==> src/rtl/bdq_pkg.sv <==
// ---------------------------------------------------------------------------
// bdq_pkg: shared constants for the bounded deque with search
// Opcode and status codes, payload widths.
// ---------------------------------------------------------------------------
package bdq_pkg;

   parameter int OP_W   = 4;
   parameter int DATA_W = 32;
   parameter int STAT_W = 2;

   typedef logic [OP_W-1:0]   opcode_type;
   typedef logic [STAT_W-1:0] status_type;
   typedef logic [DATA_W-1:0] data_type;

   parameter opcode_type OP_PUSH_FRONT = 4'd0;
   parameter opcode_type OP_PUSH_BACK  = 4'd1;
   parameter opcode_type OP_POP_FRONT  = 4'd2;
   parameter opcode_type OP_POP_BACK   = 4'd3;
   parameter opcode_type OP_COUNT      = 4'd4;
   parameter opcode_type OP_CONTAINS   = 4'd5;
   parameter opcode_type OP_MAX        = 4'd6;
   parameter opcode_type OP_MIN        = 4'd7;
   parameter opcode_type OP_LENGTH     = 4'd8;
   parameter opcode_type OP_CLEAR      = 4'd9;

   parameter status_type STAT_OK        = 2'd0;
   parameter status_type STAT_EMPTY     = 2'd1;
   parameter status_type STAT_FULL      = 2'd2;
   parameter status_type STAT_NOT_FOUND = 2'd3;

endpackage

==> src/rtl/bdq_ram.sv <==
// ---------------------------------------------------------------------------
// bdq_ram: generic simple dual-port RAM
// One write port, one read port with registered read data.
// ---------------------------------------------------------------------------
module bdq_ram #(
   parameter int WIDTH = 32,
   parameter int DEPTH = 64
) (
   input  logic                     clock,
   input  logic                     wr_en,
   input  logic [$clog2(DEPTH)-1:0] wr_addr,
   input  logic [WIDTH-1:0]         wr_data,
   input  logic                     rd_en,
   input  logic [$clog2(DEPTH)-1:0] rd_addr,
   output logic [WIDTH-1:0]         rd_data
);

   logic [WIDTH-1:0] mem [DEPTH];
   logic [WIDTH-1:0] rd_data_ff;

   always_ff @(posedge clock) begin
      if (wr_en) begin
         mem[wr_addr] <= wr_data;
      end
      if (rd_en) begin
         rd_data_ff <= mem[rd_addr];
      end
   end

   assign rd_data = rd_data_ff;

endmodule

==> src/rtl/bounded_deque_with_search.sv <==
// ---------------------------------------------------------------------------
// bounded_deque_with_search: bounded double-ended queue of signed words
// Ring of DEPTH entries in a RAM; count, contains, max and min walk the
// occupied entries through one shared compare unit.
// ---------------------------------------------------------------------------
//  channel   | ports                          | transfer
//  ----------+--------------------------------+-------------------------------
//  request   | start, busy, req_*             | start high while busy low
//  response  | rsp_valid, rsp_*               | one cycle with rsp_valid high
//
//  Push, pop, length, clear and any operation on an empty queue: the
//  response appears the cycle after the transfer and busy stays low.
//  Count, contains, max and min on N entries: busy for one RAM read per
//  cycle and the wait on the last registered read; response in the next cycle.
//  Reset clears front index and occupancy; RAM contents need no clearing.
//  The response is never stalled.
// ---------------------------------------------------------------------------
module bounded_deque_with_search #(
   parameter int DEPTH = 64
) (
   input  logic                         clock,
   input  logic                         reset,
   input  logic                         start,
   output logic                         busy,
   input  logic [bdq_pkg::OP_W-1:0]     req_opcode,
   input  logic signed [bdq_pkg::DATA_W-1:0] req_operand_value,
   output logic                         rsp_valid,
   output logic [bdq_pkg::STAT_W-1:0]   rsp_status,
   output logic signed [bdq_pkg::DATA_W-1:0] rsp_extreme_value,
   output logic [$clog2(DEPTH+1)-1:0]   rsp_match_count,
   output logic                         rsp_key_present,
   output logic [$clog2(DEPTH+1)-1:0]   rsp_entry_count
);

   localparam int AW    = $clog2(DEPTH);
   localparam int CNT_W = $clog2(DEPTH+1);
   localparam logic [AW-1:0]    LAST_ADDR = AW'(DEPTH - 1);
   localparam logic [AW:0]      DEPTH_SUM = (AW+1)'(DEPTH);
   localparam logic [CNT_W-1:0] FULL_CNT  = CNT_W'(DEPTH);

   localparam logic ST_IDLE = 1'b0;
   localparam logic ST_SCAN = 1'b1;

   function automatic logic [AW-1:0] addr_inc(input logic [AW-1:0] a);
      return (a == LAST_ADDR) ? '0 : a + AW'(1);
   endfunction

   logic                      state_ff, state_in;
   logic [AW-1:0]             front_ff, front_in;
   logic [CNT_W-1:0]          occ_ff, occ_in;
   bdq_pkg::opcode_type       op_ff, op_in;
   bdq_pkg::data_type         key_ff, key_in;
   logic [AW-1:0]             scan_addr_ff, scan_addr_in;
   logic [CNT_W-1:0]          issue_left_ff, issue_left_in;
   logic                      rd_vld_ff, rd_vld_in;
   logic                      first_ff, first_in;
   bdq_pkg::data_type         acc_ff, acc_in;
   logic [CNT_W-1:0]          match_ff, match_in;
   logic                      present_ff, present_in;

   logic                      rsp_valid_ff, rsp_valid_in;
   bdq_pkg::status_type       rsp_status_ff, rsp_status_in;
   bdq_pkg::data_type         rsp_extreme_ff, rsp_extreme_in;
   logic [CNT_W-1:0]          rsp_match_ff, rsp_match_in;
   logic                      rsp_present_ff, rsp_present_in;
   logic [CNT_W-1:0]          rsp_count_ff, rsp_count_in;

   logic                      wr_en;
   logic [AW-1:0]             wr_addr;
   logic                      rd_en;
   bdq_pkg::data_type         rd_data;

   logic                      is_full, is_empty;
   logic [AW-1:0]             front_dec, back_addr;
   logic [AW:0]               back_sum;
   bdq_pkg::data_type         lt_lhs, lt_rhs;
   logic                      cmp_eq, cmp_lt, take;

   assign is_full   = (occ_ff == FULL_CNT);
   assign is_empty  = (occ_ff == '0);
   assign front_dec = (front_ff == '0) ? LAST_ADDR : front_ff - AW'(1);
   // occupancy is below DEPTH on a push, so one subtract wraps the sum
   assign back_sum  = {1'b0, front_ff} + {1'b0, occ_ff[AW-1:0]};
   assign back_addr = (back_sum >= DEPTH_SUM) ? AW'(back_sum - DEPTH_SUM)
                                              : back_sum[AW-1:0];

   // shared compare unit; swap operands so max takes a strictly larger entry
   assign lt_lhs = (op_ff == bdq_pkg::OP_MAX) ? acc_ff : rd_data;
   assign lt_rhs = (op_ff == bdq_pkg::OP_MAX) ? rd_data : acc_ff;
   assign cmp_eq = (rd_data == key_ff);
   assign cmp_lt = ($signed(lt_lhs) < $signed(lt_rhs));
   assign take   = first_ff || cmp_lt;

   always_comb begin
      state_in       = state_ff;
      front_in       = front_ff;
      occ_in         = occ_ff;
      op_in          = op_ff;
      key_in         = key_ff;
      scan_addr_in   = scan_addr_ff;
      issue_left_in  = issue_left_ff;
      rd_vld_in      = 1'b0;
      first_in       = first_ff;
      acc_in         = acc_ff;
      match_in       = match_ff;
      present_in     = present_ff;
      rsp_valid_in   = 1'b0;
      rsp_status_in  = rsp_status_ff;
      rsp_extreme_in = rsp_extreme_ff;
      rsp_match_in   = rsp_match_ff;
      rsp_present_in = rsp_present_ff;
      rsp_count_in   = rsp_count_ff;
      wr_en          = 1'b0;
      wr_addr        = front_dec;
      rd_en          = 1'b0;

      unique case (state_ff)
         ST_IDLE: begin
            if (start) begin
               op_in          = req_opcode;
               key_in         = req_operand_value;
               rsp_valid_in   = 1'b1;
               rsp_status_in  = bdq_pkg::STAT_OK;
               rsp_extreme_in = '0;
               rsp_match_in   = '0;
               rsp_present_in = 1'b0;
               unique case (req_opcode)
                  bdq_pkg::OP_PUSH_FRONT: begin
                     if (is_full) begin
                        rsp_status_in = bdq_pkg::STAT_FULL;
                     end else begin
                        front_in = front_dec;
                        wr_en    = 1'b1;
                        wr_addr  = front_dec;
                        occ_in   = occ_ff + CNT_W'(1);
                     end
                  end
                  bdq_pkg::OP_PUSH_BACK: begin
                     if (is_full) begin
                        rsp_status_in = bdq_pkg::STAT_FULL;
                     end else begin
                        wr_en   = 1'b1;
                        wr_addr = back_addr;
                        occ_in  = occ_ff + CNT_W'(1);
                     end
                  end
                  bdq_pkg::OP_POP_FRONT: begin
                     if (is_empty) begin
                        rsp_status_in = bdq_pkg::STAT_EMPTY;
                     end else begin
                        front_in = addr_inc(front_ff);
                        occ_in   = occ_ff - CNT_W'(1);
                     end
                  end
                  bdq_pkg::OP_POP_BACK: begin
                     if (is_empty) begin
                        rsp_status_in = bdq_pkg::STAT_EMPTY;
                     end else begin
                        occ_in = occ_ff - CNT_W'(1);
                     end
                  end
                  bdq_pkg::OP_COUNT, bdq_pkg::OP_CONTAINS,
                  bdq_pkg::OP_MAX, bdq_pkg::OP_MIN: begin
                     if (is_empty) begin
                        rsp_status_in = (req_opcode == bdq_pkg::OP_CONTAINS)
                                        ? bdq_pkg::STAT_NOT_FOUND : bdq_pkg::STAT_EMPTY;
                     end else begin
                        // hold the response until the walk is done
                        rsp_valid_in  = 1'b0;
                        state_in      = ST_SCAN;
                        scan_addr_in  = front_ff;
                        issue_left_in = occ_ff;
                        first_in      = 1'b1;
                        acc_in        = '0;
                        match_in      = '0;
                        present_in    = 1'b0;
                     end
                  end
                  bdq_pkg::OP_CLEAR: begin
                     front_in = '0;
                     occ_in   = '0;
                  end
                  default: begin
                  end
               endcase
               rsp_count_in = occ_in;
            end
         end
         ST_SCAN: begin
            if (issue_left_ff != '0) begin
               rd_en         = 1'b1;
               rd_vld_in     = 1'b1;
               scan_addr_in  = addr_inc(scan_addr_ff);
               issue_left_in = issue_left_ff - CNT_W'(1);
            end
            if (rd_vld_ff) begin
               first_in = 1'b0;
               if (cmp_eq) begin
                  match_in   = match_ff + CNT_W'(1);
                  present_in = 1'b1;
               end
               if (take) begin
                  acc_in = rd_data;
               end
               if (issue_left_ff == '0) begin
                  state_in       = ST_IDLE;
                  rsp_valid_in   = 1'b1;
                  rsp_status_in  = bdq_pkg::STAT_OK;
                  rsp_extreme_in = (op_ff == bdq_pkg::OP_MAX || op_ff == bdq_pkg::OP_MIN)
                                   ? acc_in : '0;
                  rsp_match_in   = (op_ff == bdq_pkg::OP_COUNT) ? match_in : '0;
                  rsp_present_in = (op_ff == bdq_pkg::OP_CONTAINS) ? present_in : 1'b0;
                  rsp_count_in   = occ_ff;
               end
            end
         end
         default: begin
            state_in = ST_IDLE;
         end
      endcase
   end

   always_ff @(posedge clock) begin
      if (reset) begin
         state_ff     <= ST_IDLE;
         front_ff     <= '0;
         occ_ff       <= '0;
         rd_vld_ff    <= 1'b0;
         rsp_valid_ff <= 1'b0;
      end else begin
         state_ff     <= state_in;
         front_ff     <= front_in;
         occ_ff       <= occ_in;
         rd_vld_ff    <= rd_vld_in;
         rsp_valid_ff <= rsp_valid_in;
      end
   end

   always_ff @(posedge clock) begin
      op_ff          <= op_in;
      key_ff         <= key_in;
      scan_addr_ff   <= scan_addr_in;
      issue_left_ff  <= issue_left_in;
      first_ff       <= first_in;
      acc_ff         <= acc_in;
      match_ff       <= match_in;
      present_ff     <= present_in;
      rsp_status_ff  <= rsp_status_in;
      rsp_extreme_ff <= rsp_extreme_in;
      rsp_match_ff   <= rsp_match_in;
      rsp_present_ff <= rsp_present_in;
      rsp_count_ff   <= rsp_count_in;
   end

   bdq_ram #(
      .WIDTH (bdq_pkg::DATA_W),
      .DEPTH (DEPTH)
   ) u_store (
      .clock   (clock),
      .wr_en   (wr_en),
      .wr_addr (wr_addr),
      .wr_data (req_operand_value),
      .rd_en   (rd_en),
      .rd_addr (scan_addr_ff),
      .rd_data (rd_data)
   );

   assign busy              = (state_ff == ST_SCAN);
   assign rsp_valid         = rsp_valid_ff;
   assign rsp_status        = rsp_status_ff;
   assign rsp_extreme_value = rsp_extreme_ff;
   assign rsp_match_count   = rsp_match_ff;
   assign rsp_key_present   = rsp_present_ff;
   assign rsp_entry_count   = rsp_count_ff;

endmodule
==> config.mk <==
export PLATFORM = sky130hd
export DESIGN_NAME = bounded_deque_with_search
export DESIGN_NICKNAME = d
export VERILOG_FILES = /design/src/rtl/bdq_pkg.sv /design/src/rtl/bdq_ram.sv /design/src/rtl/bounded_deque_with_search.sv
export SDC_FILE = /design/constraint.sdc
export NUM_CORES = 2
export LEC_CHECK = 0
export ABC_AREA = 1
export BUFFER_PORTS_ARGS = -buffer_cell sky130_fd_sc_hd__buf_2
export CORE_MARGIN = 4
export CORE_UTILIZATION = 30
export DETAILED_ROUTE_END_ITERATION = 10
export SYNTH_ARGS = -nofsm -noshare
export SYNTH_HDL_FRONTEND = slang
export SYNTH_SLANG_ARGS = --single-unit
==> constraint.sdc <==
create_clock -name clock -period 5.73 [get_ports clock]
set_input_delay 0.8595 -clock clock [delete_from_list [all_inputs] [get_ports clock]]
set_output_delay 0.8595 -clock clock [all_outputs]
set_load 0.02 [all_outputs]
==> impl_metrics.ini <==
[power]
p_leak_nw = 32.4
power_mw = 38.5
p_comb_share_pct = 16.3
powerDensity_nw_per_um2 = 377
switching_share_pct = 28.8
clkPwrFrac_pct = 35.9
power_frac_seq_pct = 47.8
peakVddDrop_v = 0.000269
switchingPower_mw = 11.1
intPower_mw = 27.4

[yosys]
synth_nets = 7078
yosys_register_bits = 2235
synth_edf_count = 2219
synthCells = 7025
ys_seq_area_share_pct = 74.6
avgSynthCellArea_um2 = 12.8
synth_cell_types = 56
synth_flop_cell = edfxtp_1
ys_warn_count = 0
syn_area_um2 = 89800
ys_async_sr_fraction_pct = 0

[drt]
post_drt_wl_per_cell_um = 23.7
drc = 0
routed_wl_um = 263000
dr.pass1.iters = 8
via_per_inst = 5.29
postRouteAntennaNets = 0
vias = 58900
first_iter_violations = 7843

[global_routing]
antenna_found_initial = 11
busiest_layer = met2
grt_pass1_wl_um = 380000
grt_use_met3_pct = 3.92
grt_overflow = 0
grt_pass1_vias = 55100
grtUsageMet2_pct = 24.1
met1_usage_pct = 23.7
grt_max_degree = 180
grt_use_total_pct = 16.4

[finish]
syn_to_final_growth_pct = 13.7
drive_gt1_share_pct = 9.44
multi_input_area_um2 = 20700
regArea_um2 = 67000
fill_cells = 28700
nNetsFinal = 7077
final_common_cell = edfxtp_1
utilization_pct = 34.3
mostFrequentLayoutCells = edfxtp_1 (2219), nor2_1 (1428), o21ai_0 (1278)

[clock_tree]
htree_levels = 4
cts_tree = done
clock_latency_ps = 880
postCtsSetupRepairBufs = 0
cts_made_buffers = 216
max-clock-path-buffers = 3
cts_root_buffer = clkbuf_16
clk_pin_slew_ps = 60
cts-resized-gates = 0
clock-sinks = 2235
hold_buffers = 0

[setup_path]
cp.required_ps = 6200
cp.arrival_ps = 4630
rrSetupSlack_ps = 1570
cp_max_fo = 32
reg2regPathDepth = 11
r2r_start = occ_ff[0]
cp-start-kind = flop
r2r_end = u_store.mem[7][0]
criticalPathCategory = flop to flop
end_kind = flop

[job]
drv_cap = 0

[worst_hold_path]
whs_endpoint = op_ff[3]
holdPathStages = 1
hp-class = primary input to flop
holdCritStartpoint = req_opcode[3]

[floorplanning]
fp.dieH_um = 555
core_um2 = 297000
fp.dieW_um = 555
num_rows = 200
pin_count = 90
initial_core_util_pct = 30.2
die-area_um2 = 308000

[timing]
maxSlewViolCount = 0
finalClockSkew_ps = 98.2
setup_ws_ps = 1570
worst_pin_slew_ps = 1210
setup_tns_ps = 0
whs_ps = 261
rsz0062_at_grt = no
period_needed_ps = 4160
finalCritPeriodShare_pct = 72.6
hold_viol = 0
slew_headroom_pct = 18.7
setup_viol_count_final = 0
timing.fmax_mhz = 240

[placed_design]
pre_cts_slack_ps = 1350
place_congestion = 0.878
io_buffers = 89
place_hpwl_um = 150000

[outcome]
status = finished, final reports clean
## cell usage after synthesis (43+ instances only)
master	instances	area [um2]
nor2_1	1493	5600
a21oi_1	63	315
edfxtp_1	2219	66600
clkbuf_1	284	1070
o21ai_0	1279	6400
o21ai_1	43	215
nand3_1	94	470
o22ai_1	614	3840
inv_1	127	477
nand2_1	355	1330
buf_2	141	706
## stage by stage
step	std cells	cell area, um2
detailed placement	10700	95200
CTS	11100	102000
global route	11100	102000
finish	11100	102000
global placement	10700	95200
floorplan	7025	89800
## routing by layer
metal,share of wire [%],wire length (um)
met5,0.017,46
met4,3.4,8980
met3,11,27900
met2,43,114000
met1,43,113000
## final cells by class
type | instances | area share [%]
sequential | 2235 | 65.6
multi-input combinational | 4175 | 20.2
clock buffer | 273 | 5.51
tap | 3939 | 4.83
timing repair buffer | 253 | 2.03
clock inverter | 110 | 1.20
inverter | 143 | 0.564
antenna | 8 | 0.0196
## worst max-delay path: stages, from the launching register on
cell and delay [ps]:
dfxtp_1 510, ha_1 230, inv_1 60, fa_1 410, nor2_1 120, a211oi_1 60, or2_2 270, nand3_1 90
a31oi_2 300, inv_2 200, nand3_2 410, nor2_4 1080
## power groups by stage
| stage | logic [mW] | registers [mW] | clock network (mW) |
|---|---|---|---|
| after floorplan | 3.49 | 18.7 | 0 |
| after global placement | 6.08 | 18.7 | 0 |
| after detailed placement | 6.16 | 18.7 | 0 |
| after CTS | 6.18 | 18.4 | 14.0 |
| after global routing | 6.73 | 18.4 | 14.7 |
| final | 6.28 | 18.4 | 13.8 |
## state kept, by name, indices dropped and copies added, names as in the netlist, 32 cells and up
| name | flops |
|---|---|
| rsp_extreme_value | 32 |
| key_ff | 32 |
| acc_ff | 32 |
| u_store.mem | 2048 |
| u_store.rd_data | 32 |
## worst max-delay path by stage
stage             startpoint                   to  slack (ps)
3_3_place_gp   req_opcode[2]  u_store.mem[17][21]        1220
5_1_grt            occ_ff[0]    u_store.mem[7][0]        1390
3_5_place_dp   req_opcode[2]  u_store.mem[17][13]        1350
2_1_floorplan           busy            acc_ff[0]        1540
6_report           occ_ff[0]    u_store.mem[7][0]        1570
4_1_cts            occ_ff[0]   u_store.mem[7][24]        1600
## logic make-up after synthesis
| family | share of synthesized area [%] |
|---|---|
| muxes | 0.0557 |
| buffers and inverters | 2.98 |
| and+or+nand+nor | 9.01 |
| DFF | 74.6 |
| xor gates and xnor gates | 0.439 |
| adders and majority gates | 0.203 |
| AOI/OAI and AO/OA | 12.7 |
Note: power is estimated with default switching activity, not from simulation.
